==> src/hw/rtl/ecas_pkg.sv <==
`timescale 1ns / 1ps
// Shared types, constants and the arctangent table for the commutation angle core.
// No dependencies; every other file refers to this package by scoped names.
package ecas_pkg;

    localparam int PHASE_BITS_DEF    = 32;
    localparam int OUT_BITS_DEF      = 16;
    localparam int CORDIC_STAGES_DEF = 16;

    // Number of arctangent entries available; stages beyond this are not built.
    localparam int ATAN_LEN = 24;

    // Width of the rotation datapath: x and y on a 2^30 scale, z as a turn fraction.
    localparam int CW = 34;

    // Start value of x: the rotation gain compensation K times 2^30.
    localparam logic signed [CW-1:0] GAIN_START = 34'sd652032874;

    typedef struct packed {
        logic signed [CW-1:0] x;
        logic signed [CW-1:0] y;
        logic signed [CW-1:0] z;
        logic                 neg;
        logic [15:0]          angle;
    } cordic_t;

    // atan(2^-i) / (2*pi) * 2^32, rounded.
    function automatic logic [31:0] atan_entry(input logic [4:0] idx);
        logic [31:0] val;
        case (idx)
            5'd0:    val = 32'd536870912;
            5'd1:    val = 32'd316933406;
            5'd2:    val = 32'd167458907;
            5'd3:    val = 32'd85004756;
            5'd4:    val = 32'd42667331;
            5'd5:    val = 32'd21354465;
            5'd6:    val = 32'd10680862;
            5'd7:    val = 32'd5340245;
            5'd8:    val = 32'd2670163;
            5'd9:    val = 32'd1335087;
            5'd10:   val = 32'd667544;
            5'd11:   val = 32'd333772;
            5'd12:   val = 32'd166886;
            5'd13:   val = 32'd83443;
            5'd14:   val = 32'd41722;
            5'd15:   val = 32'd20861;
            5'd16:   val = 32'd10430;
            5'd17:   val = 32'd5215;
            5'd18:   val = 32'd2608;
            5'd19:   val = 32'd1304;
            5'd20:   val = 32'd652;
            5'd21:   val = 32'd326;
            5'd22:   val = 32'd163;
            5'd23:   val = 32'd81;
            default: val = 32'd0;
        endcase
        return val;
    endfunction

endpackage

==> src/hw/rtl/ecas_phase.sv <==
`timescale 1ns / 1ps
// Phase front end: position difference, scaling by the phase step, accumulation.
// Depends on ecas_pkg only for the default phase width; three registered stages.
module ecas_phase #(
    parameter int PHASE_BITS = ecas_pkg::PHASE_BITS_DEF
) (
    input  logic                  clk,
    input  logic                  rst_n,
    input  logic                  cfg_valid,
    output logic                  cfg_ready,
    input  logic [31:0]           cfg_data,
    input  logic                  in_valid,
    output logic                  in_ready,
    input  logic [31:0]           position,
    output logic                  out_valid,
    input  logic                  out_ready,
    output logic [PHASE_BITS-1:0] phase
);

    logic [31:0]           phase_step_reg;
    logic [31:0]           last_position_reg;
    logic [31:0]           diff_reg;
    logic [PHASE_BITS-1:0] prod_reg;
    logic [PHASE_BITS-1:0] phase_reg;
    logic                  v1_reg, v2_reg, v3_reg;
    logic                  r1, r2, r3;
    logic signed [64:0]    prod_full;

    assign cfg_ready = 1'b1;

    assign r3       = !v3_reg || out_ready;
    assign r2       = !v2_reg || r3;
    assign r1       = !v1_reg || r2;
    assign in_ready = r1;

    // The count step is signed; the phase step is unsigned, hence the zero bit.
    assign prod_full = $signed(diff_reg) * $signed({1'b0, phase_step_reg});

    always_ff @(posedge clk or negedge rst_n)
    begin
        if (!rst_n)
        begin
            phase_step_reg    <= '0;
            last_position_reg <= '0;
            phase_reg         <= '0;
            v1_reg            <= 1'b0;
            v2_reg            <= 1'b0;
            v3_reg            <= 1'b0;
        end
        else
        begin
            if (cfg_valid && cfg_ready)
            begin
                phase_step_reg <= cfg_data;
            end
            if (r1)
            begin
                v1_reg <= in_valid;
            end
            if (in_valid && r1)
            begin
                last_position_reg <= position;
            end
            if (r2)
            begin
                v2_reg <= v1_reg;
            end
            if (r3)
            begin
                v3_reg <= v2_reg;
            end
            if (v2_reg && r3)
            begin
                phase_reg <= phase_reg + prod_reg;
            end
        end
    end

    always_ff @(posedge clk)
    begin
        if (in_valid && r1)
        begin
            diff_reg <= position - last_position_reg;
        end
        if (v1_reg && r2)
        begin
            prod_reg <= prod_full[PHASE_BITS-1:0];
        end
    end

    assign out_valid = v3_reg;
    assign phase     = phase_reg;

endmodule

==> config.mk <==
export PLATFORM = sky130hd
export DESIGN_NAME = ecas_phase
export DESIGN_NICKNAME = d
export VERILOG_FILES = /design/src/hw/rtl/ecas_pkg.sv /design/src/hw/rtl/ecas_phase.sv
export SDC_FILE = /design/constraint.sdc
export NUM_CORES = 2
export LEC_CHECK = 0
export BUFFER_PORTS_ARGS = -buffer_cell sky130_fd_sc_hd__buf_2
export CAP_MARGIN = 10
export CORE_UTILIZATION = 25
export CTS_BUF_LIST = sky130_fd_sc_hd__clkbuf_2 sky130_fd_sc_hd__clkbuf_4 sky130_fd_sc_hd__clkbuf_8
export DETAILED_ROUTE_END_ITERATION = 12
export PLACE_DENSITY = 0.48
export SLEW_MARGIN = 5
export SYNTH_ARGS = -nofsm -noshare
export SYNTH_HDL_FRONTEND = slang
export SYNTH_SLANG_ARGS = --single-unit
==> constraint.sdc <==
create_clock -name clk -period 6.31 [get_ports clk]
set_input_delay 0.3155 -clock clk [delete_from_list [all_inputs] [get_ports clk]]
set_output_delay 0.3155 -clock clk [all_outputs]
set_load 0.03 [all_outputs]
==> impl_metrics.ini <==
[timing]
fmax_mhz = 143
rsz0062_at_grt = true
finalHoldViolCount = 0
fin_ws_ps = -664
final_max_slew_viol_count = 0
fin_crit_ps = 6970
setup_violations = 14
fin_setup_tns_ps = -5280
worst_slew_pin_slew_ps = 1060
relSlewSlack = 0.296
period_share = 1.11
finalClockSkew_ps = 50.0

[die]
core-area_um2 = 97300
io_pins = 104
fp.dieH_um = 316
start_util = 0.254
dieArea_um2 = 100000
die_w_um = 316
std_cell_rows = 114

[worst_setup_path]
critPathBufInv = 5
cp_top_family = adder cells
slowest_stage = fa_1
cp-end-kind = flop
cpMostUsedCell = fa_1
crit_fanout = 5
crit_path_max_incr_delay_ps = 550
path_class = reg -> reg
required_ps = 6610
path_cells = buf_6 -> clkbuf_16 -> and2_4 -> fa_1 -> fa_1 -> fa_1 -> inv_2 -> fa_1 -> inv_2 -> fa_1 -> fa_1 -> fa_2 -> fa_1 -> ha_4 -> and3_4 -> a221o_1 -> a22oi_2 -> o31ai_4 -> o41ai_4 -> buf_4 -> xnor2_2
cp-start-kind = flop
crit_arrival_ps = 7270

[logic_synthesis]
synth-seq-cells = 163
synthMuxAreaShare = 0.0168
netlist_instances = 2582
synth_adder_area_share = 0.440
synth_compound_area_frac = 0.0699
synth-edff-count = 64
synthSimpleGateAreaFrac = 0.156
synth-xor-area-share = 0.0483
synth_async_sr_flop_share = 0.607
synthDistinctLibCells = 64
yosysWarnings = 0
syn_nets = 3273
yosys-top-cells-area = fa_1, ha_1, dfrtp_1
synth_top_area_share = 0.333
synth_top_family_by_area = adder cells
netlist_area_um2 = 24700
synth_ff_type = dfrtp_1
avgSynthCellArea_um2 = 9.56
yosysSeqAreaShare = 0.178
synth_top_cell_by_area = fa_1

[global_routing]
gr-total-overflow = 0
grt_pass1_vias = 19267
grt_max_degree = 91
grt_util_all_layers = 0.142
grt_pass1_wl_um = 109000
antenna_found_initial = 1

[run]
maxCapViolCount = 0

[cells_and_area]
fin_util = 0.310
nFillCells = 10233
final_cell_area_um2 = 30100
final_net_count = 3578
syn_to_final_growth_pct = 22.2
drive_above_1_share = 0.187
layout_common_cells = inv_1, fa_1, and2_1
mostFrequentLayoutCell = inv_1

[drt]
routedWlPerCell_um = 16.2
via_count = 17712
drc = 0
drt-total-wl_um = 67600
drtIter0Drc = 689
drt_first_pass_iters = 5
antenna_left = 0
viasPerCell = 4.24

[cts]
cts.root.buffer_cell = clkbuf_8
clk_pin_slew_ps = 110
cts_buffer_depth = 2
cts_sinks = 163
cts_buffers = 17
cts_tree = done
clk_latency_ps = 560
h-tree-depth = 4

[placed_design]
hpwl_um = 55400
placed_cell_area_um2 = 28300
gp_congestion = 0.814
io_buffers = 102
post-place-ws_ps = -740

[outcome]
violations = negative setup slack
status = finished with violations

[min_path]
hp-class = in -> reg
-- what timing repair did --
item                                    CTS  global route
pin swaps                                 6            75
setup buffers                            11            30
resized for setup                        57            86
hold endpoints to repair                 97             0
gates cloned                              2             1
hold buffers                             50             0
endpoints found under the setup margin   14            17
-- area by class of cell --
class / count / area [um^2] / area share
Antenna cell: 2 / 5.00 / 0.000166
Clock buffer: 19 / 262 / 0.00868
Clock inverter: 13 / 148 / 0.00490
Inverter: 479 / 1800 / 0.0596
Multi-Input combinational cell: 1828 / 18600 / 0.618
Sequential cell: 163 / 4410 / 0.146
Tap cell: 1276 / 1600 / 0.0530
Timing Repair Buffer: 398 / 3300 / 0.109
-- worst reg2reg max path, delay by kind of cell, from the launching register on --
family | cells | cell delay, ps
flops | 1 | 470
simple gates | 2 | 310
buf+inv | 5 | 590
xor+xnor | 1 | 70
fa+ha+maj | 9 | 4200
compound gates | 4 | 1100
-- per-stage QoR --
| stage | instances | hold slack [ps] |
|---|---|---|
| after global routing | 4178 | 5.43 |
| final | 4178 | 42.3 |
| after global placement | 4059 | 461 |
| after detailed placement | 4059 | 463 |
| after CTS | 4153 | 1.12 |
| after floorplan | 2582 | 19.9 |
-- logic make-up (layout without fill, tap and decap cells) --
| group | count (synthesis) | count (layout) |
|---|---|---|
| AOI/OAI and AO/OA | 276 | 276 |
| muxes | 37 | 37 |
| adders and majority gates | 622 | 622 |
| DFF | 163 | 163 |
| other | 1 | 3 |
| and+or+nand+nor | 756 | 756 |
| xor gates and xnor gates | 136 | 136 |
| buffers and inverters | 591 | 909 |
-- cell usage after synthesis, types with 3 or more instances --
master and instances:
nor2b_1 12, o21ai_1 10, nand3b_1 3, dfrtp_1 99, o31ai_1 8, a21o_1 28
fa_1 410, inv_1 479, ha_1 212, nor3_1 10, a31oi_1 3, xor2_1 42
nand2b_1 14, nand3_1 16, and2_1 333, a21oi_1 70, nor2_1 43, edfxtp_1 64
buf_1 3, nor3b_1 3, mux2_2 36, o21a_1 14, xnor2_1 94, nand2_1 303
a211oi_1 7, nand4_1 5, o21ai_0 90, a21boi_1 5, o2111ai_1 5, o21bai_1 9
clkbuf_1 108, o31a_1 3, and3_1 5
-- routing by layer --
metal,routed length [um],share of wire,global-route usage,up-vias
met1,33200,0.49,0.201,8851
li1,-,-,-,8542
met2,30700,0.45,0.228,276
met5,0,0,0,-
met3,2860,0.042,0.0245,43
met4,905,0.013,0.0268,0
-- worst paths after layout --
| check | from | end | slack (ps) | depth (start not counted) |
|---|---|---|---|---|
| max | diff_reg[7] | prod_reg[29] | -660 | 21 |
| min | position[12] | last_position_reg[12] | 40 | 3 |
| max reg2reg | diff_reg[7] | prod_reg[29] | -660 | 21 |
| min reg2reg | phase[31] | phase[31] | 480 | 1 |
| max in group asynchronous | rst_n | phase_step_reg[12] | 4560 | 3 |
| min in group asynchronous | rst_n | phase_step_reg[14] | 420 | 2 |
Power is left out: the tool's default activity adds up to more than one toggle a clock period on the data nets, which glitch-free logic cannot reach.
