File: src/hw/rtl/ecas_pkg.sv
`timescale 1ns / 1ps
// Shared types, constants and the arctangent table for the commutation angle core.
// No dependencies; every other file refers to this package by scoped names.
package ecas_pkg;

    localparam int PHASE_BITS_DEF    = 32;
    localparam int OUT_BITS_DEF      = 16;
    localparam int CORDIC_STAGES_DEF = 16;

    // Number of arctangent entries available; stages beyond this are not built.
    localparam int ATAN_LEN = 24;

    // Width of the rotation datapath: x and y on a 2^30 scale, z as a turn fraction.
    localparam int CW = 34;

    // Start value of x: the rotation gain compensation K times 2^30.
    localparam logic signed [CW-1:0] GAIN_START = 34'sd652032874;

    typedef struct packed {
        logic signed [CW-1:0] x;
        logic signed [CW-1:0] y;
        logic signed [CW-1:0] z;
        logic                 neg;
        logic [15:0]          angle;
    } cordic_t;

    // atan(2^-i) / (2*pi) * 2^32, rounded.
    function automatic logic [31:0] atan_entry(input logic [4:0] idx);
        logic [31:0] val;
        case (idx)
            5'd0:    val = 32'd536870912;
            5'd1:    val = 32'd316933406;
            5'd2:    val = 32'd167458907;
            5'd3:    val = 32'd85004756;
            5'd4:    val = 32'd42667331;
            5'd5:    val = 32'd21354465;
            5'd6:    val = 32'd10680862;
            5'd7:    val = 32'd5340245;
            5'd8:    val = 32'd2670163;
            5'd9:    val = 32'd1335087;
            5'd10:   val = 32'd667544;
            5'd11:   val = 32'd333772;
            5'd12:   val = 32'd166886;
            5'd13:   val = 32'd83443;
            5'd14:   val = 32'd41722;
            5'd15:   val = 32'd20861;
            5'd16:   val = 32'd10430;
            5'd17:   val = 32'd5215;
            5'd18:   val = 32'd2608;
            5'd19:   val = 32'd1304;
            5'd20:   val = 32'd652;
            5'd21:   val = 32'd326;
            5'd22:   val = 32'd163;
            5'd23:   val = 32'd81;
            default: val = 32'd0;
        endcase
        return val;
    endfunction

endpackage

File: src/hw/rtl/ecas_cell.sv
`timescale 1ns / 1ps
// One rotation cell of the sine/cosine chain, holding one item in flight.
// Depends on ecas_pkg for the item type and the arctangent table.
module ecas_cell #(
    parameter int IDX = 0
) (
    input  logic              clk,
    input  logic              rst_n,
    input  logic              in_valid,
    output logic              in_ready,
    input  ecas_pkg::cordic_t in_data,
    output logic              out_valid,
    input  logic              out_ready,
    output ecas_pkg::cordic_t out_data
);

    localparam logic signed [ecas_pkg::CW-1:0] ATAN =
        $signed(ecas_pkg::CW'(ecas_pkg::atan_entry(5'(IDX))));

    logic              valid_reg;
    ecas_pkg::cordic_t data_reg;
    ecas_pkg::cordic_t data_next;
    logic signed [ecas_pkg::CW-1:0] dx, dy;

    assign in_ready = !valid_reg || out_ready;

    always_comb
    begin
        dx        = in_data.y >>> IDX;
        dy        = in_data.x >>> IDX;
        data_next = in_data;
        if (!in_data.z[ecas_pkg::CW-1])
        begin
            data_next.x = in_data.x - dx;
            data_next.y = in_data.y + dy;
            data_next.z = in_data.z - ATAN;
        end
        else
        begin
            data_next.x = in_data.x + dx;
            data_next.y = in_data.y - dy;
            data_next.z = in_data.z + ATAN;
        end
    end

    always_ff @(posedge clk or negedge rst_n)
    begin
        if (!rst_n)
        begin
            valid_reg <= 1'b0;
        end
        else if (in_ready)
        begin
            valid_reg <= in_valid;
        end
    end

    always_ff @(posedge clk)
    begin
        if (in_valid && in_ready)
        begin
            data_reg <= data_next;
        end
    end

    assign out_valid = valid_reg;
    assign out_data  = data_reg;

endmodule

File: config.mk
export PLATFORM = sky130hd
export DESIGN_NAME = ecas_cell
export DESIGN_NICKNAME = d
export VERILOG_FILES = /design/src/hw/rtl/ecas_pkg.sv /design/src/hw/rtl/ecas_cell.sv
export SDC_FILE = /design/constraint.sdc
export NUM_CORES = 1
export LEC_CHECK = 0
export BUFFER_PORTS_ARGS = -buffer_cell sky130_fd_sc_hd__buf_2
export CAP_MARGIN = 10
export CORE_ASPECT_RATIO = 1.5
export CORE_UTILIZATION = 55
export CTS_CLUSTER_SIZE = 10
export DETAILED_ROUTE_END_ITERATION = 7
export GPL_TIMING_DRIVEN = 0
export PLACE_DENSITY_LB_ADDON = 0.1
export SLEW_MARGIN = 20
export SYNTH_ARGS = -nofsm -noshare
export SYNTH_HDL_FRONTEND = slang
export SYNTH_SLANG_ARGS = --single-unit
File: constraint.sdc
create_clock -name clk -period 4.6 [get_ports clk]
set_input_delay 0.23 -clock clk [delete_from_list [all_inputs] [get_ports clk]]
set_output_delay 0.23 -clock clk [all_outputs]
set_load 0.005 [all_outputs]
==> results.sh, run 1 <==
export IMPL_drc=0
export IMPL_fin_skew_ns=0.007718
export IMPL_most_common_layout_cells="buf_2, a21oi_1, edfxtp_1"
export IMPL_antenna_left=0
export IMPL_hold_path_class="input port to flip-flop"
export IMPL_p_int_mw=2.649
export IMPL_cp_start_kind="input port"
export IMPL_rsz0062_at_grt="false"
export IMPL_clockBufferDepth=2
export IMPL_yosys_top_cells_area="edfxtp_1, ha_1, a21oi_1, xnor2_1, inv_1"
export IMPL_via_per_inst=5.907
export IMPL_ys_seq_area_share_pct=37.50
export IMPL_synth_edf_count=118
export IMPL_drv_slew=0
export IMPL_die_w_um=109.4
export IMPL_htree_levels=4
export IMPL_yosysTopAreaCellShare_pct=37.24
export IMPL_power_frac_clock_pct=35.3
export IMPL_layout_commonest_cell="buf_2"
export IMPL_start_util_pct=56.52
export IMPL_cap_violations=0
export IMPL_drt_iter0_drc=735
export IMPL_gp_congestion=1.046
export IMPL_setup_tns_final_ns=0
export IMPL_yosys_area_top_type="edfxtp_1"
export IMPL_critPathRequiredTime_ns=4.76
export IMPL_routed_via_count=9144
export IMPL_power_frac_comb_pct=29.6
export IMPL_power_total_mw=3.895
export IMPL_die_y_um=163.1
export IMPL_fmax_mhz=306.7
export IMPL_cp_max_fo=5
export IMPL_cts_buffers=17
export IMPL_cts_root_buf="clkbuf_16"
export IMPL_grtUsageTotal_pct=35.62
export IMPL_grt_antenna_before_repair=1
export IMPL_cts_tree="done"
export IMPL_synth_warnings=0
export IMPL_cts_sinks=119
export IMPL_synth_fp_nets=1246
export IMPL_io_pins=244
export IMPL_synth_area_per_cell_um2=9.356
export IMPL_wl_per_cell_um=20.48
export IMPL_critPathKind="input port to flip-flop"
export IMPL_setup_violations=0
export IMPL_finalCritPeriodShare_pct=70.88
export IMPL_fin_crit_ns=3.260
export IMPL_dieArea_mm2=0.01784
export IMPL_firstDrtPassIters=5
export IMPL_first_global_vias=9222
export IMPL_switching_share_pct=31.99
export IMPL_syn_inst=1017
export IMPL_syn_area_mm2=0.009515
export IMPL_ir_drop_v=0.0002291
export IMPL_p_switching_mw=1.246
export IMPL_cp_data_arrival_time_ns=3.42
export IMPL_coreArea_mm2=0.01684
export IMPL_fin_nets=1554
export IMPL_ys_dominant_reg_cell="edfxtp_1"
export IMPL_outcome="complete, no violations"
export IMPL_cts_resized=0
export IMPL_hpwl_um=23420
export IMPL_hold_viol_final=0
export IMPL_final_util_pct=71.77
export IMPL_leakage_nw=5.327
export IMPL_fillerInstances=1304
export IMPL_area_growth_pct=26.98
export IMPL_tightestPinTransition_ns=0.9891
export IMPL_synth_seq_cells=119
export IMPL_grt_start_max_net_pins=63
export IMPL_clock_latency_ns=0.42
export IMPL_crit_path_end_kind="flip-flop"
export IMPL_p_per_area_mw_per_mm2=322.4
export IMPL_synth_distinct_cells=74
export IMPL_drive_gt1_share_pct=23.26
export IMPL_rows=58
export IMPL_io_buffers=242
export IMPL_clk_pin_slew_ns=0.06
export IMPL_seqPwrFrac_pct=35.1
export IMPL_grt_ovfl_total=0
export IMPL_relSlewSlack_pct=34.06
export IMPL_routed_wl_um=31700
export IMPL_async_reset_ff_share_pct=0.8403
export IMPL_grt_first_pass_wirelength_um=47710
[worst paths after layout]
kind | startpoint | end | slack, ns | cells after the start
worst max register to register | out_valid | out_data[56] | 2.68 | 3
worst min-delay path | in_data[17] | out_data[17] | 0.02 | 1
worst min register to register | out_valid | out_valid | 0.59 | 2
max in group asynchronous | rst_n | out_valid | 4.41 | 2
worst max-delay path | in_data[52] | out_data[116] | 1.34 | 12
min in group asynchronous | rst_n | out_valid | 0.11 | 2
[layer usage]
layer / vias to the layer above / track usage, % / part of all wire (%)
met3: 107 / 5.626 / 6.9
li1: 4297 / - / -
met2: 496 / 62.46 / 51
met5: - / 0 / 0
met1: 4244 / 39.71 / 37
met4: 0 / 21.88 / 5.5
[worst max-delay path, cell delays in order]
cell and delay [ns]:
buf_2 0.16, inv_1 0.10, ha_1 0.33, nor2b_1 0.17
o2111ai_1 0.33, a2111oi_2 0.18, o311ai_1 0.67, a31oi_2 0.27
a31oi_1 0.51, or3_1 0.19, a32oi_1 0.10, xor2_1 0.18
[area by class of cell]
type,instances,area [µm²],share of cell area (%)
diodes,1,2.502,0.02071
multi-input cells,751,5379,44.52
well taps,210,262.8,2.175
plain buffers,42,176.4,1.460
flip-flops and latches,119,3568,29.53
inverters,105,394.1,3.262
clock buffers,17,425.4,3.521
repair buffers,289,1699,14.06
clock inverters,14,175.2,1.450
[flip-flops by register name, indices dropped and copies added, names as in the netlist]
register / cells
out_data: 118
out_valid: 1
[power groups by stage]
stage	logic [mW]	clock network (mW)	registers (mW)
floorplan	0.670	0	1.41
global placement	1.07	0	1.39
detailed placement	1.09	0	1.39
CTS	1.13	1.37	1.37
global route	1.25	1.42	1.38
finish	1.15	1.37	1.37
[per-stage QoR]
step / area (µm²) / hold slack [ns] / cells / setup slack (ns)
final: 12080 / 0.02249 / 1548 / 1.340
after global routing: 12080 / 0.009806 / 1548 / 1.209
after CTS: 12080 / 0.009916 / 1547 / 1.465
after detailed placement: 11020 / 0.007911 / 1470 / 1.047
after global placement: 10990 / 0.004492 / 1469 / 0.01730
after floorplan: 9515 / -0.06559 / 1017 / 0.8663
[logic make-up (layout without fill, tap and decap cells)]
logic type	Yosys count	in the layout	synth area share (%)
DFF	119	119	37.50
buffers and inverters	147	467	5.996
and+or+nand+nor	223	223	11.01
adders and majority gates	106	106	14.25
muxes	15	15	1.578
xor gates and xnor gates	67	67	6.167
AOI/OAI and AO/OA	340	340	23.50
other	0	1	0
[cell usage after synthesis, types with 5 or more instances]
| library cell | instances |
|---|---|
| a21oi_1 | 133 |
| edfxtp_1 | 118 |
| ha_1 | 102 |
| inv_1 | 99 |
| nor2_1 | 93 |
| xnor2_1 | 62 |
| o21ai_0 | 52 |
| nand2_1 | 42 |
| o21bai_1 | 26 |
| clkbuf_1 | 25 |
| a21o_1 | 21 |
| nand4_1 | 16 |
| mux2i_1 | 15 |
| nand2b_1 | 15 |
| nor3_1 | 13 |
| nor2b_1 | 11 |
| a211oi_1 | 10 |
| o211ai_1 | 10 |
| o31ai_1 | 10 |
| a31oi_1 | 9 |
| buf_1 | 8 |
| buf_2 | 6 |
| nand3_1 | 6 |
| o21a_1 | 6 |
| or2_2 | 6 |
| a2111oi_0 | 5 |
| a221oi_1 | 5 |
| xor2_1 | 5 |
[what timing repair did]
action,4_1_cts,5_1_grt
hold buffers,46,0
setup buffers,0,0
hold endpoints to repair,46,0
No activity file was read; power rests on OpenSTA's default activity.
==> run 2, diff against run 1 <==
--- a/config.mk
+++ b/config.mk
@@ -5,10 +5,11 @@
 export SDC_FILE = /design/constraint.sdc
 export NUM_CORES = 1
 export LEC_CHECK = 0
+export ABC_AREA = 1
 export BUFFER_PORTS_ARGS = -buffer_cell sky130_fd_sc_hd__buf_2
 export CAP_MARGIN = 10
 export CORE_ASPECT_RATIO = 1.5
-export CORE_UTILIZATION = 55
+export CORE_UTILIZATION = 56
 export CTS_CLUSTER_SIZE = 10
 export DETAILED_ROUTE_END_ITERATION = 7
 export GPL_TIMING_DRIVEN = 0
==> constraint.sdc (replaced) <==
create_clock -name clk -period 3.2 [get_ports clk]
set_input_delay 0.16 -clock clk [delete_from_list [all_inputs] [get_ports clk]]
set_output_delay 0.16 -clock clk [all_outputs]
set_load 0.005 [all_outputs]
==> results.sh, run 2 <==
export IMPL_cap_violations=0
export IMPL_multiInputGateArea_mm2=0.006304
export IMPL_grt_ovfl_total=0
export IMPL_cts_root_buf="clkbuf_16"
export IMPL_outcome="complete, no violations"
export IMPL_setup_violations=0
export IMPL_ys_dominant_reg_cell="edfxtp_1"
export IMPL_grtUsageTotal_pct=43.82
export IMPL_syn_area_mm2=0.01094
export IMPL_gp_congestion=1.055
export IMPL_grt_start_max_net_pins=27
export IMPL_yosysMostFrequentCell="nand2_1"
export IMPL_cts_sinks=119
export IMPL_die_y_um=173.2
export IMPL_start_util_pct=57.09
export IMPL_drt_iter0_drc=1306
export IMPL_leakage_nw=6.853
export IMPL_reg2reg_depth=5
export IMPL_grt_antenna_before_repair=0
export IMPL_post_cts_repair_setup_buffers=0
export IMPL_coreArea_mm2=0.01916
export IMPL_cts_buffers=17
export IMPL_first_global_vias=11953
export IMPL_io_buffers=242
export IMPL_synth_edf_count=118
export IMPL_clock_latency_ns=0.43
export IMPL_p_per_area_mw_per_mm2=421.8
export IMPL_ys_seq_area_share_pct=32.62
export IMPL_fillerInstances=1595
export IMPL_synth_seq_cells=119
export IMPL_rsz0062_at_grt="false"
export IMPL_critPathRequiredTime_ns=3.39
export IMPL_dieArea_mm2=0.02011
export IMPL_fin_nets=2086
export IMPL_synth_area_per_cell_um2=7.094
export IMPL_critPathKind="input port to flip-flop"
export IMPL_antenna_left=0
export IMPL_ys_top_cells_by_count="nand2_1, inv_1, nand3_1"
export IMPL_via_per_inst=5.790
export IMPL_async_reset_ff_share_pct=0.8403
export IMPL_htree_levels=4
export IMPL_routed_wl_um=43300
export IMPL_largest_reg_flops=118
export IMPL_fmax_mhz=411.2
export IMPL_hpwl_um=32500
export IMPL_drv_slew=0
export IMPL_seq_area_mm2=0.003568
export IMPL_wl_per_cell_um=20.37
export IMPL_fin_crit_ns=2.432
export IMPL_rr_startpoint="out_valid"
export IMPL_relSlewSlack_pct=32.02
export IMPL_cts_tree="done"
export IMPL_synth_warnings=0
export IMPL_yosysTopAreaCellShare_pct=32.39
export IMPL_cp_max_fo=5
export IMPL_clk_pin_slew_ns=0.06
export IMPL_setup_tns_final_ns=0
export IMPL_grt_first_pass_wirelength_um=64040
export IMPL_tightestPinTransition_ns=1.020
export IMPL_rrSetupSlack_ns=1.29
export IMPL_hold_viol_final=0
export IMPL_cts_resized=0
export IMPL_rows=62
export IMPL_syn_inst=1542
export IMPL_most_common_layout_cells="nand2_1, buf_2, inv_1"
export IMPL_synth_distinct_cells=46
export IMPL_firstDrtPassIters=6
export IMPL_final_util_pct=71.36
export IMPL_routed_via_count=12309
export IMPL_synth_fp_nets=1771
export IMPL_hold_path_class="input port to async pin"
export IMPL_io_pins=244
export IMPL_fin_skew_ns=0.006448
export IMPL_yosys_area_top_type="edfxtp_1"
export IMPL_crit_path_end_kind="flip-flop"
export IMPL_die_w_um=116.1
export IMPL_drc=0
export IMPL_clockBufferDepth=2
export IMPL_area_growth_pct=24.99
export IMPL_cp_data_arrival_time_ns=2.62
export IMPL_drive_gt1_share_pct=18.67
export IMPL_cp_start_kind="input port"
export IMPL_layout_commonest_cell="nand2_1"
export IMPL_finalCritPeriodShare_pct=76.00
export IMPL_ir_drop_v=0.0003890
export IMPL_r2r_end="out_data[75]"
export IMPL_yosys_top_cells_area="edfxtp_1, nand2_1, ha_1, inv_1, nand3_1"
[run 2: changes by cell type after synthesis, sizes merged, moves of 16 or more]
| cell | delta |
|---|---|
| inv | +119 |
| nand3 | +149 |
| xor2 | +22 |
| clkbuf | -16 |
| buf | +16 |
| nor2 | +47 |
| nand2 | +380 |
| o21ai | +40 |
| xnor2 | -61 |
[run 2: worst max-delay path by stage]
stage,startpoint,end,cells past startpoint
after floorplan,out_valid,out_data[0],1
after global placement,out_valid,out_data[81],1
after detailed placement,in_data[51],out_data[117],13
after CTS,in_data[51],out_data[117],13
after global routing,in_data[57],out_data[70],12
final,in_data[51],out_data[117],13
[run 2: layout make-up]
cell class                 count  area share, %
tap                          256          2.343
inverter                     221          6.067
multi-input combinational   1160          46.10
buffer                        42          1.821
antenna                        1        0.01830
timing repair buffer         296          13.45
sequential                   119          26.10
clock buffer                  18          3.139
clock inverter                13         0.9608
[run 2: routing by layer]
metal / vias up / part of all wire (%) / global-route usage (%)
met5: - / 0 / 0
met4: 0 / 11 / 40.97
met3: 283 / 8.2 / 11.53
met2: 770 / 48 / 72.92
met1: 5547 / 33 / 43.19
li1: 5709 / - / -
[run 2: cell families (layout without fill, tap and decap cells)]
logic type                 Yosys count  count (layout)  synth area share (%)
DFF                                119             119                 32.62
xor gates and xnor gates            28              28                 2.242
buffers and inverters              263             590                 9.859
AOI/OAI and AO/OA                  268             268                 13.46
adders and majority gates          106             106                 12.40
and+or+nand+nor                    757             757                 29.33
other                                0               1                     0
muxes                                1               1               0.09151
[run 2: power by group]
part / switching (mW) / total, mW / internal, mW
registers: 0.0344 / 1.93 / 1.90
logic: 1.30 / 1.96 / 0.661
clock network: 0.741 / 1.87 / 1.13
total: 2.08 / 5.77 / 3.69
[run 2: stage by stage]
step | hold slack (ns) | instance area (µm²) | power, mW | cells | worst slack (ns)
3_5_place_dp | -0.06087 | 12620 | 3.768 | 2045 | 0.4659
2_1_floorplan | -0.1356 | 10950 | 3.077 | 1542 | 0.3805
5_1_grt | 0.03508 | 13670 | 5.992 | 2125 | 0.6714
6_report | 0.02862 | 13670 | 5.767 | 2126 | 0.7681
4_1_cts | 0.02398 | 13670 | 5.662 | 2125 | 0.9074
3_3_place_gp | -0.06487 | 12480 | 3.707 | 2040 | -0.1971
[run 2: critical path, stage by stage]
cell and delay [ns]:
buf_2 0.12, ha_1 0.30, fa_1 0.51, nand2_1 0.11, nor2_1 0.05, nor2_1 0.40, o21ai_1 0.20, nand2_1 0.12
nand2_1 0.14, nand2_1 0.19, nand3_1 0.12, nand3_1 0.12, nand2_1 0.07
[run 2: what timing repair did]
item / CTS / global route
hold buffers: 49 / 0
endpoints found under the hold margin: 49 / 0
endpoints found under the setup margin: 0 / 0
