$ cat src/hw/rtl/ecas_pkg.sv
`timescale 1ns / 1ps
// Shared types, constants and the arctangent table for the commutation angle core.
// No dependencies; every other file refers to this package by scoped names.
package ecas_pkg;

    localparam int PHASE_BITS_DEF    = 32;
    localparam int OUT_BITS_DEF      = 16;
    localparam int CORDIC_STAGES_DEF = 16;

    // Number of arctangent entries available; stages beyond this are not built.
    localparam int ATAN_LEN = 24;

    // Width of the rotation datapath: x and y on a 2^30 scale, z as a turn fraction.
    localparam int CW = 34;

    // Start value of x: the rotation gain compensation K times 2^30.
    localparam logic signed [CW-1:0] GAIN_START = 34'sd652032874;

    typedef struct packed {
        logic signed [CW-1:0] x;
        logic signed [CW-1:0] y;
        logic signed [CW-1:0] z;
        logic                 neg;
        logic [15:0]          angle;
    } cordic_t;

    // atan(2^-i) / (2*pi) * 2^32, rounded.
    function automatic logic [31:0] atan_entry(input logic [4:0] idx);
        logic [31:0] val;
        case (idx)
            5'd0:    val = 32'd536870912;
            5'd1:    val = 32'd316933406;
            5'd2:    val = 32'd167458907;
            5'd3:    val = 32'd85004756;
            5'd4:    val = 32'd42667331;
            5'd5:    val = 32'd21354465;
            5'd6:    val = 32'd10680862;
            5'd7:    val = 32'd5340245;
            5'd8:    val = 32'd2670163;
            5'd9:    val = 32'd1335087;
            5'd10:   val = 32'd667544;
            5'd11:   val = 32'd333772;
            5'd12:   val = 32'd166886;
            5'd13:   val = 32'd83443;
            5'd14:   val = 32'd41722;
            5'd15:   val = 32'd20861;
            5'd16:   val = 32'd10430;
            5'd17:   val = 32'd5215;
            5'd18:   val = 32'd2608;
            5'd19:   val = 32'd1304;
            5'd20:   val = 32'd652;
            5'd21:   val = 32'd326;
            5'd22:   val = 32'd163;
            5'd23:   val = 32'd81;
            default: val = 32'd0;
        endcase
        return val;
    endfunction

endpackage

$ cat src/hw/rtl/ecas_out.sv
`timescale 1ns / 1ps
// Output stage: rounds x and y, undoes the half-turn fold, saturates, registers.
// Depends on ecas_pkg for the item type.
module ecas_out #(
    parameter int OUT_BITS = ecas_pkg::OUT_BITS_DEF
) (
    input  logic                       clk,
    input  logic                       rst_n,
    input  logic                       in_valid,
    output logic                       in_ready,
    input  ecas_pkg::cordic_t          in_data,
    output logic                       out_valid,
    input  logic                       out_ready,
    output logic [15:0]                angle,
    output logic signed [OUT_BITS-1:0] cosine,
    output logic signed [OUT_BITS-1:0] sine
);

    localparam int SH = 31 - OUT_BITS;
    localparam int RW = ecas_pkg::CW + 1;
    localparam logic signed [RW-1:0] RND = RW'(1) <<< (SH - 1);
    localparam logic signed [RW-1:0] HI  = (RW'(1) <<< (OUT_BITS - 1)) - RW'(1);
    localparam logic signed [RW-1:0] LO  = -(RW'(1) <<< (OUT_BITS - 1));

    logic                       valid_reg;
    logic [15:0]                angle_reg;
    logic signed [OUT_BITS-1:0] cos_reg, sin_reg;

    function automatic logic signed [OUT_BITS-1:0] finish(
        input logic signed [ecas_pkg::CW-1:0] v,
        input logic                           neg
    );
        logic signed [RW-1:0] r;
        logic signed [RW-1:0] s;
        r = (RW'(v) + RND) >>> SH;
        s = neg ? -r : r;
        if (s > HI)
        begin
            s = HI;
        end
        else if (s < LO)
        begin
            s = LO;
        end
        return s[OUT_BITS-1:0];
    endfunction

    assign in_ready = !valid_reg || out_ready;

    always_ff @(posedge clk or negedge rst_n)
    begin
        if (!rst_n)
        begin
            valid_reg <= 1'b0;
        end
        else if (in_ready)
        begin
            valid_reg <= in_valid;
        end
    end

    always_ff @(posedge clk)
    begin
        if (in_valid && in_ready)
        begin
            angle_reg <= in_data.angle;
            cos_reg   <= finish(in_data.x, in_data.neg);
            sin_reg   <= finish(in_data.y, in_data.neg);
        end
    end

    assign out_valid = valid_reg;
    assign angle     = angle_reg;
    assign cosine    = cos_reg;
    assign sine      = sin_reg;

endmodule

$ cat config.mk
export PLATFORM = sky130hd
export DESIGN_NAME = ecas_out
export DESIGN_NICKNAME = d
export VERILOG_FILES = /design/src/hw/rtl/ecas_pkg.sv /design/src/hw/rtl/ecas_out.sv
export SDC_FILE = /design/constraint.sdc
export NUM_CORES = 1
export LEC_CHECK = 0
export BUFFER_PORTS_ARGS = -buffer_cell sky130_fd_sc_hd__clkbuf_2
export CORE_ASPECT_RATIO = 1.75
export CORE_UTILIZATION = 45
export DETAILED_ROUTE_END_ITERATION = 16
export GPL_TIMING_DRIVEN = 0
export PLACE_DENSITY_LB_ADDON = 0.3
export RECOVER_POWER = 100
export SLEW_MARGIN = 20
export SYNTH_ARGS = -nofsm -noshare
export SYNTH_HDL_FRONTEND = slang
export SYNTH_SLANG_ARGS = --single-unit
$ cat constraint.sdc
create_clock -name clk -period 2.3 [get_ports clk]
set_clock_uncertainty 0.15 [all_clocks]
set_input_delay 0.23 -clock clk [delete_from_list [all_inputs] [get_ports clk]]
set_output_delay 0.23 -clock clk [all_outputs]
set_load 0.02 [all_outputs]
==> metrics.txt, run 1 <==
vias in the first global route just under 4k; Final Hold Fails 0; CTS Root Buffer Type clkbuf_16; slowest CP cell or4b_4; num ports roughly 170; worst-path cell chain clkbuf_16 > ha_4 > buf_4 > a31oi_2 > a211oi_2 > a211o_1 > or4b_4 > buf_6 > o21a_4 > xnor2_4 > o41ai_4 > buf_4 > a21oi_2; via count 4,124; XOR/XNOR share of the synthesized area 0.148; Power Density roughly 450 nW/µm²; CTS Sinks 49; die area 9700 µm²; Sequential cell area 1470 µm²; Core Util, Final 0.665; Routed WL per cell between 15 and 20 µm; Clock Power Share 0.273; worst reg2reg setup slack about 0.19 ns; H-tree Lvls 2; number of port buffers 98; Fillers 781; outcome finished, violations left; DP HPWL ~8.5 mm; main area contributors after synthesis edfxtp_1 34%, xnor2_1 9.4%, xor2_1 4.6%; dominant cell type by area after synthesis edfxtp_1; MaxCap Viol Count 0; first-pass GRT wire length around 18 mm; Multi-input gate area 2960 µm²; Final Max Slew Viols 0; initial antenna violation count 0; Die Y about 130 µm; worst-skew pair later-pin latency about 0.29 ns; largest family of logic cells by synthesized area simple AND/OR/NAND/NOR gates; worst-margin pin slew about 1.1 ns; ANT cells 0; RSZ-0062 raised after global routing true; ys flop type edfxtp_1; failing checks setup timing; Layout Nets slightly above 700; DRT iter0 DRCs roughly 260; Lkg Pwr roughly 2.1 nW; largest net degree at the start of global routing 49; Max-slew headroom 0.270; sequential share of power 0.398; cell-internal power between 1.5 and 2 mW; CP startpoint kind input port; cells on worst reg2reg path 3; Placed Cells roughly 660; mux cell area share after synthesis 0.0167; Synthesis Warnings 0; final period utilization 1.39; setup TNS -22.01 ns; Net Sw Frac 0.321; share of layout cells above drive strength 1 0.346; Worst Path Max Fanout 5; chip width approximately 75 µm; max incr delay on CP roughly 0.52 ns; top-count cell post-synth edfxtp_1; Logic pwr share 0.329; adder-cell share of the synthesized area 0.0120; Post-Syn Area between 4000 and 5000 µm²; Synth Register Bits between 40 and 50; Final Non-Filler Cells 719; compound-cell area share of the yosys netlist 0.189; crit path from in_data[99]; FFs w/ async S/R, synth 0.0204; Crit path required time about 2.2 ns; TritonCTS clock tree done; syn_area_per_cell roughly 9.5 µm²; CP most frequent cell buf_4; HP Class in2async; CTS Buf Count 5; reg2reg end sine[7]; post-synth cell types 75; Total GRT Usage 0.239; Layout area overhead 43.6%; Max Freq approximately 310 MHz; grt ovf 0; dpl cell area 5080 µm²; Row Count 46; area fraction of the dominant cell type after synthesis 0.344; total power between 2 and 3 mW; RR Startpoint out_valid; # DRC 0; initial core utilization 0.463; Psw just under 0.9 mW; GPL Wtd Cong roughly 0.9; WS Path Type in2reg; drt first pass iters 6; setup ws final -0.904 ns; minimum clock period between 3 and 4 ns; Mapped Nets 568; most instantiated cells after synthesis 48 x edfxtp_1, 45 x xnor2_1, 33 x nand2_1; antenna-violating nets left 0; Core Region 9040 µm²; post-route cell area 6010 µm²; maximum vdd drop between 400 and 500 µV; Worst setup endpoint cosine[6]; number of enable flip-flop cells after synthesis 48; Seq/Total Area, Yosys 0.350; Simple-Gate Fraction of Synth Area 0.230; CP endpoint kind flop; Cells after Synth approximately 440; Finish-stage setup viols 32; drt total wl 12.3 mm; crit path DAT 3.09 ns; clock slew at reported path FFs 0.07 ns; via-per-instance ratio roughly 5.7; clk buf depth 2
[cell type report]
class | count | share of cell area
multi-input combinational | 352 | 0.492
sequential | 49 | 0.244
timing repair buffer | 152 | 0.167
buffer | 30 | 0.0419
tap | 120 | 0.0250
clock buffer | 5 | 0.0208
inverter | 8 | 0.00500
clock inverter | 3 | 0.00437
[layout by cell type, fill, tap and decap left out, types with 4 or more instances in the layout]
cell type      count
clkbuf_16          8
o21ai_1            4
a21oi_2           16
a21oi_1           10
and3_1             9
a31oi_1            6
buf_6             18
nor2_1            22
inv_1              7
nor3_2             4
xor2_1            20
and4_1             7
clkbuf_2          42
buf_4             31
o21ai_0           15
nor3_1             5
o21ai_2           13
edfxtp_1          48
nand2_1           32
and2_1             6
nor4_1             4
clkbuf_1          58
nand3_1           11
dlygate4sd3_1     18
nand4_1           23
xnor2_1           41
or3_1              6
mux2i_1            6
[routing by layer]
metal,track usage,routed length [µm]
met5,0,0
met4,0.103,533
met3,0.0288,379
met2,0.466,7090
met1,0.243,4290
[critical path: cells and delay by family]
family	cells	cell delay, ns
compound gates	6	1.33
buf+inv	4	0.67
simple gates	1	0.52
fa+ha+maj	1	0.18
xor+xnor	1	0.15
[through the flow]
| stage | worst slack, ns | hold WS (ns) |
|---|---|---|
| 5_1_grt | -0.986 | 0.0968 |
| 2_1_floorplan | -0.846 | -0.216 |
| 3_3_place_gp | -1.31 | -0.144 |
| 4_1_cts | -0.840 | 0.0953 |
| 6_report | -0.904 | 0.0840 |
| 3_5_place_dp | -1.31 | -0.144 |
[cell families after synthesis]
group	after synthesis
AOI/OAI and AO/OA	108
and+or+nand+nor	164
DFF	49
adders and majority gates	4
xor gates and xnor gates	69
muxes	7
buffers and inverters	40
[how the worst min path moves through the flow]
stage           from   endpoint  slack [ns]
6_report       rst_n  out_valid        0.08
5_1_grt        rst_n  out_valid         0.1
4_1_cts        rst_n  out_valid         0.1
3_5_place_dp   rst_n  out_valid       -0.14
3_3_place_gp   rst_n  out_valid       -0.14
2_1_floorplan  rst_n  out_valid       -0.22
[power groups by stage]
stage / sequential, mW / clock, mW / combinational (mW)
2_1_floorplan: 1.18 / 0 / 0.425
3_3_place_gp: 1.10 / 0 / 0.706
6_report: 1.08 / 0.743 / 0.894
5_1_grt: 1.09 / 0.780 / 0.961
4_1_cts: 1.08 / 0.746 / 0.800
3_5_place_dp: 1.10 / 0 / 0.719
[repair_timing]
action,in CTS,in global routing
hold buffers,18,0
setup buffers,15,19
hold endpoints to repair,18,0
pin swaps,17,24
gates cloned,1,2
setup endpoints to repair,32,32
resized for setup,25,59
No activity file was read; power rests on OpenSTA's default activity.
==> run 2: changes to the inputs <==
RECOVER_POWER = 25   (was 100)
==> metrics.txt, run 2 (synthesis results as in run 1) <==
commonest cells after routing, fill and taps aside 82 x clkbuf_2, 48 x edfxtp_1, 41 x xnor2_1 (was 58 x clkbuf_1, 48 x edfxtp_1, 42 x clkbuf_2); Power Density 450 nW/µm² (was 453 nW/µm²); chip width 74.9 µm (unchanged); GPL Wtd Cong 0.903 (unchanged); sequential share of power 0.397 (was 0.398); H-tree Lvls 2 (unchanged); DP HPWL 8.49 mm (unchanged); # DRC 0 (unchanged); Net Sw Frac 0.319 (was 0.321); worst-skew pair later-pin latency 0.29 ns (about the same); dpl cell area 5080 µm² (unchanged); Max-slew headroom 0.549 (was 0.270); outcome finished, violations left (unchanged); MaxCap Viol Count 0 (unchanged); slowest CP cell or4b_4 (unchanged); Logic pwr share 0.332 (was 0.329); CP endpoint kind flop (unchanged); Layout area overhead 44.8% (was 43.6%); drt first pass iters 4 (was 6); Layout Nets 725 (unchanged); Lkg Pwr 2.25 nW (was 2.13 nW); Finish-stage setup viols 32 (unchanged); Total GRT Usage 0.239 (unchanged); failing checks setup timing (unchanged); die area 9700 µm² (unchanged); cell-internal power 1.86 mW (was 1.85 mW); Core Region 9040 µm² (unchanged); RSZ-0062 raised after global routing true (unchanged); first-pass GRT wire length 18.0 mm (unchanged); drt total wl 12.2 mm (was 12.3 mm); worst slack at placement -1.31 ns (unchanged); cells on worst reg2reg path 3 (unchanged); Sequential cell area 1470 µm² (unchanged); max incr delay on CP 0.52 ns (about the same); worst-path cell chain clkbuf_16 > ha_4 > buf_4 > a31oi_2 > a211oi_2 > a211o_1 > or4b_4 > buf_6 > o21a_4 > xnor2_4 > o41ai_4 > buf_4 > a21oi_2 (unchanged); Crit path required time 2.19 ns (about the same); CP most frequent cell buf_4 (unchanged); initial core utilization 0.463 (unchanged); maximum vdd drop 434 µV (was 428 µV); Clock Power Share 0.271 (was 0.273); CP Depth 13 (unchanged); Die Y 130 µm (unchanged); Multi-input gate area 2960 µm² (about the same); setup ws final -0.908 ns (was -0.904 ns); DRT iter0 DRCs 248 (was 255); clk buf depth 2 (unchanged); CTS Root Buffer Type clkbuf_16 (unchanged); antenna-violating nets left 0 (unchanged); initial antenna violation count 0 (unchanged); Core Util, Final 0.671 (was 0.665); vias in the first global route 3,884 (unchanged); TritonCTS clock tree done (unchanged); most common cell after layout, fill and taps aside clkbuf_2 (was clkbuf_1); via-per-instance ratio 5.71 (was 5.74); CP startpoint kind input port (unchanged); Psw 0.869 mW (was 0.874 mW); via count 4,107 (was 4,124); Max Freq 312 MHz (about the same); Worst Path Max Fanout 5 (unchanged); crit path DAT 3.09 ns (about the same); CTS Buf Count 5 (unchanged); worst-margin pin slew 0.677 ns (was 1.09 ns); share of layout cells above drive strength 1 0.414 (was 0.346); WS Path Type in2reg (unchanged); largest net degree at the start of global routing 49 (unchanged); CTS Sinks 49 (unchanged); minimum clock period 3.21 ns (was 3.20 ns); ANT cells 0 (unchanged); grt ovf 0 (unchanged); Final Max Slew Viols 0 (unchanged); num ports 173 (unchanged); number of port buffers 98 (unchanged); CP Buf/Inv Count 4 (unchanged); HP Class in2async (unchanged); Final Hold Fails 0 (unchanged); Fillers 754 (was 781); Row Count 46 (unchanged); final period utilization 1.39 (about the same); Routed WL per cell 17.0 µm (was 17.1 µm); delay-heaviest family, CP compound AO/OA/AOI/OAI gates (unchanged); post-route cell area 6060 µm² (was 6010 µm²); clock slew at reported path FFs 0.07 ns (about the same)
run 2: layout make-up:
class / instances / share of cell area
Buffer: 30 / 0.0415
Clock buffer: 5 / 0.0206
Clock inverter: 3 / 0.00434
Inverter: 8 / 0.00496
Multi-Input combinational cell: 352 / 0.488
Sequential cell: 49 / 0.242
Tap cell: 120 / 0.0248
Timing Repair Buffer: 152 / 0.174
run 2: worst paths after layout:
kind	to	from	slack, ns
worst max-delay path	cosine[6]	in_data[99]	-0.91
worst min-delay path	out_valid	rst_n	0.09
worst max register to register	cosine[3]	out_valid	0.54
worst min register to register	out_valid	out_valid	0.42
max in group asynchronous	out_valid	rst_n	1.83
min in group clk	out_valid	out_ready	0.13
run 2: what timing repair did:
action                                  4_1_cts  5_1_grt
pin swaps                                    17       24
cloned                                        1        2
hold buffers                                 18        0
setup buffers                                15       19
endpoints found under the setup margin       32       32
hold endpoints to repair                     18        0
resized for setup                            25       59
run 2: worst reg2reg max path, stage by stage (launching register included):
cell and delay, ns:
dfrtp_1 0.38, nand2b_1 0.12, and2_2 0.55, buf_16 0.26
run 2: power by group through the flow:
stage	clock network, mW	registers (mW)	logic (mW)
3_3_place_gp	0	1.10	0.706
2_1_floorplan	0	1.18	0.425
5_1_grt	0.780	1.09	0.973
6_report	0.740	1.08	0.904
4_1_cts	0.746	1.08	0.800
3_5_place_dp	0	1.10	0.719
run 2: metrics by stage:
| step | power (mW) | hold WS (ns) | setup TNS (ns) | cells |
|---|---|---|---|---|
| 2_1_floorplan | 1.60 | -0.216 | -16.81 | 441 |
| 3_3_place_gp | 1.81 | -0.144 | -35.13 | 659 |
| 6_report | 2.73 | 0.0887 | -22.11 | 719 |
| 5_1_grt | 2.84 | 0.0968 | -24.67 | 719 |
| 4_1_cts | 2.63 | 0.0953 | -21.65 | 699 |
| 3_5_place_dp | 1.82 | -0.144 | -36.24 | 659 |
run 2: per-layer routing:
layer / share of wire / wire [µm] / track usage / up-vias
li1: - / - / - / 1984
met1: 0.35 / 4270 / 0.243 / 1962
met2: 0.58 / 7130 / 0.466 / 124
met3: 0.027 / 335 / 0.0288 / 37
met4: 0.038 / 459 / 0.103 / 0
met5: 0 / 0 / 0 / -
==> run 3: changes to the inputs <==
CELL_PAD_IN_SITES_DETAIL_PLACEMENT = 0   (was not set)
CELL_PAD_IN_SITES_GLOBAL_PLACEMENT = 1   (was not set)
CORE_UTILIZATION = 33   (was 45)
==> metrics.txt, run 3 (synthesis results as in run 1) <==
Final Max Slew Viols 0 (unchanged); failing checks setup timing (unchanged); DP HPWL 9.67 mm (was 8.49 mm); Final Non-Filler Cells 777 (was 719); Core Region 12,400 µm² (was 9040 µm²); drt total wl 12.9 mm (was 12.2 mm); most common cell after layout, fill and taps aside clkbuf_2 (unchanged); CP startpoint kind input port (unchanged); HP Class in2async (unchanged); dpl cell area 5140 µm² (was 5080 µm²); largest net degree at the start of global routing 49 (unchanged); antenna-violating nets left 0 (unchanged); CTS Root Buffer Type clkbuf_16 (unchanged); delay-heaviest family, CP simple AND/OR/NAND/NOR gates (was compound AO/OA/AOI/OAI gates); Max Freq 319 MHz (was 312 MHz); drt first pass iters 4 (unchanged); CP most frequent cell buf_6 (was buf_4); Routed WL per cell 16.6 µm (was 17.0 µm); grt ovf 0 (unchanged); Crit path required time 2.20 ns (was 2.19 ns); RSZ-0062 raised after global routing true (unchanged); via-per-instance ratio 5.25 (was 5.71); CP endpoint kind flop (unchanged); worst-margin pin slew 0.651 ns (was 0.677 ns); Multi-input gate area 3020 µm² (was 2960 µm²); Row Count 54 (was 46); vias in the first global route 4,077 (was 3,884); Final Hold Fails 0 (unchanged); RR Startpoint out_valid (unchanged); num ports 173 (unchanged); initial antenna violation count 0 (unchanged); Die Y 151 µm (was 130 µm); worst-path cell chain clkbuf_16 > ha_4 > buf_6 > and4_1 > buf_6 > a211oi_2 > a211o_1 > or4b_4 > nor3_4 > a21oi_2 > xnor2_2 > o41ai_4 > buf_4 > buf_6 > a21oi_2 (was clkbuf_16 > ha_4 > buf_4 > a31oi_2 > a211oi_2 > a211o_1 > or4b_4 > buf_6 > o21a_4 > xnor2_4 > o41ai_4 > buf_4 > a21oi_2); H-tree Lvls 2 (unchanged); Lkg Pwr 2.37 nW (was 2.25 nW); chip width 87.1 µm (was 74.9 µm); share of layout cells above drive strength 1 0.438 (was 0.414); via count 4,083 (was 4,107); TritonCTS clock tree done (unchanged); reg2reg end cosine[13] (was cosine[3]); CTS Buf Count 5 (unchanged); outcome finished, violations left (unchanged); max incr delay on CP 0.53 ns (was 0.52 ns); Worst Path Max Fanout 5 (unchanged); die area 13,200 µm² (was 9700 µm²); commonest cells after routing, fill and taps aside 83 x clkbuf_2, 48 x edfxtp_1, 41 x xnor2_1 (was 82 x clkbuf_2, 48 x edfxtp_1, 41 x xnor2_1); Max-slew headroom 0.566 (was 0.549); Fillers 1,190 (was 754); setup ws final -0.831 ns (was -0.908 ns); clk buf depth 2 (unchanged); minimum clock period 3.13 ns (was 3.21 ns); Sequential cell area 1470 µm² (unchanged); initial core utilization 0.337 (was 0.463); WS Path Type in2reg (unchanged); DRT iter0 DRCs 155 (was 248); MaxCap Viol Count 0 (unchanged); first-pass GRT wire length 19.4 mm (was 18.0 mm); worst-skew pair later-pin latency 0.29 ns (about the same); number of port buffers 98 (unchanged); Finish-stage setup viols 32 (unchanged); maximum vdd drop 310 µV (was 434 µV); Layout area overhead 51.7% (was 44.8%); cells on worst reg2reg path 2 (was 3); CTS Sinks 49 (unchanged); worst reg2reg setup slack 0.67 ns (was 0.54 ns); Layout Nets 735 (was 725); CP Buf/Inv Count 5 (was 4); final period utilization 1.36 (was 1.39); slowest CP cell or4b_4 (unchanged); ANT cells 0 (unchanged); crit path DAT 3.03 ns (was 3.09 ns); Power Density 469 nW/µm² (was 450 nW/µm²); GPL Wtd Cong 0.932 (was 0.903); # DRC 0 (unchanged); post-route cell area 6350 µm² (was 6060 µm²); clock slew at reported path FFs 0.07 ns (about the same); Placed Cells 707 (was 659); Total GRT Usage 0.193 (was 0.239)
-- run 3: area by class of cell --
class                           instances  share of cell area
Sequential cell                        49               0.231
Inverter                                8             0.00473
Clock buffer                            5              0.0197
Clock inverter                          3              0.0108
Buffer                                 31              0.0442
Multi-Input combinational cell        352               0.475
Timing Repair Buffer                  161               0.181
Tap cell                              168              0.0331
-- run 3: per-layer routing --
layer,global-route usage,share of wire,vias up
met5,0,0,-
met4,0.100,0.040,0
met3,0.0240,0.045,31
met2,0.403,0.59,145
met1,0.171,0.33,1912
li1,-,-,1995
-- run 3: worst max path at each step --
stage	slack [ns]	startpoint	cells past startpoint	endpoint
after floorplan	-0.85	in_data[99]	12	cosine[4]
final	-0.83	in_data[99]	15	cosine[1]
after detailed placement	-1.56	in_data[99]	13	cosine[4]
after global placement	-1.53	in_data[99]	13	cosine[4]
after global routing	-0.92	in_data[99]	15	cosine[1]
after CTS	-0.80	in_data[100]	14	cosine[5]
-- run 3: report_power, final --
group          leakage (nW)  switching (mW)  internal (mW)
Combinational          1.81           0.523          0.410
Clock                0.0944           0.337          0.627
Sequential            0.464          0.0178           1.06
-- run 3: through the flow --
step | total power, mW | setup TNS, ns | util | setup WS (ns) | hold slack, ns
floorplan | 1.60 | -16.81 | - | -0.846 | -0.216
global placement | 1.81 | -38.90 | 0.414 | -1.53 | -0.144
detailed placement | 1.83 | -40.20 | 0.414 | -1.56 | -0.144
CTS | 2.95 | -20.63 | 0.492 | -0.796 | 0.0918
global route | 3.10 | -23.09 | 0.511 | -0.919 | 0.105
finish | 2.98 | -19.67 | 0.511 | -0.831 | 0.0892
-- run 3: what timing repair did --
item	in CTS	in global routing
pin swaps	29	20
setup buffers	29	13
endpoints found under the hold margin	18	0
hold buffers	18	0
endpoints found under the setup margin	32	32
resized for setup	75	21
cloned	2	1
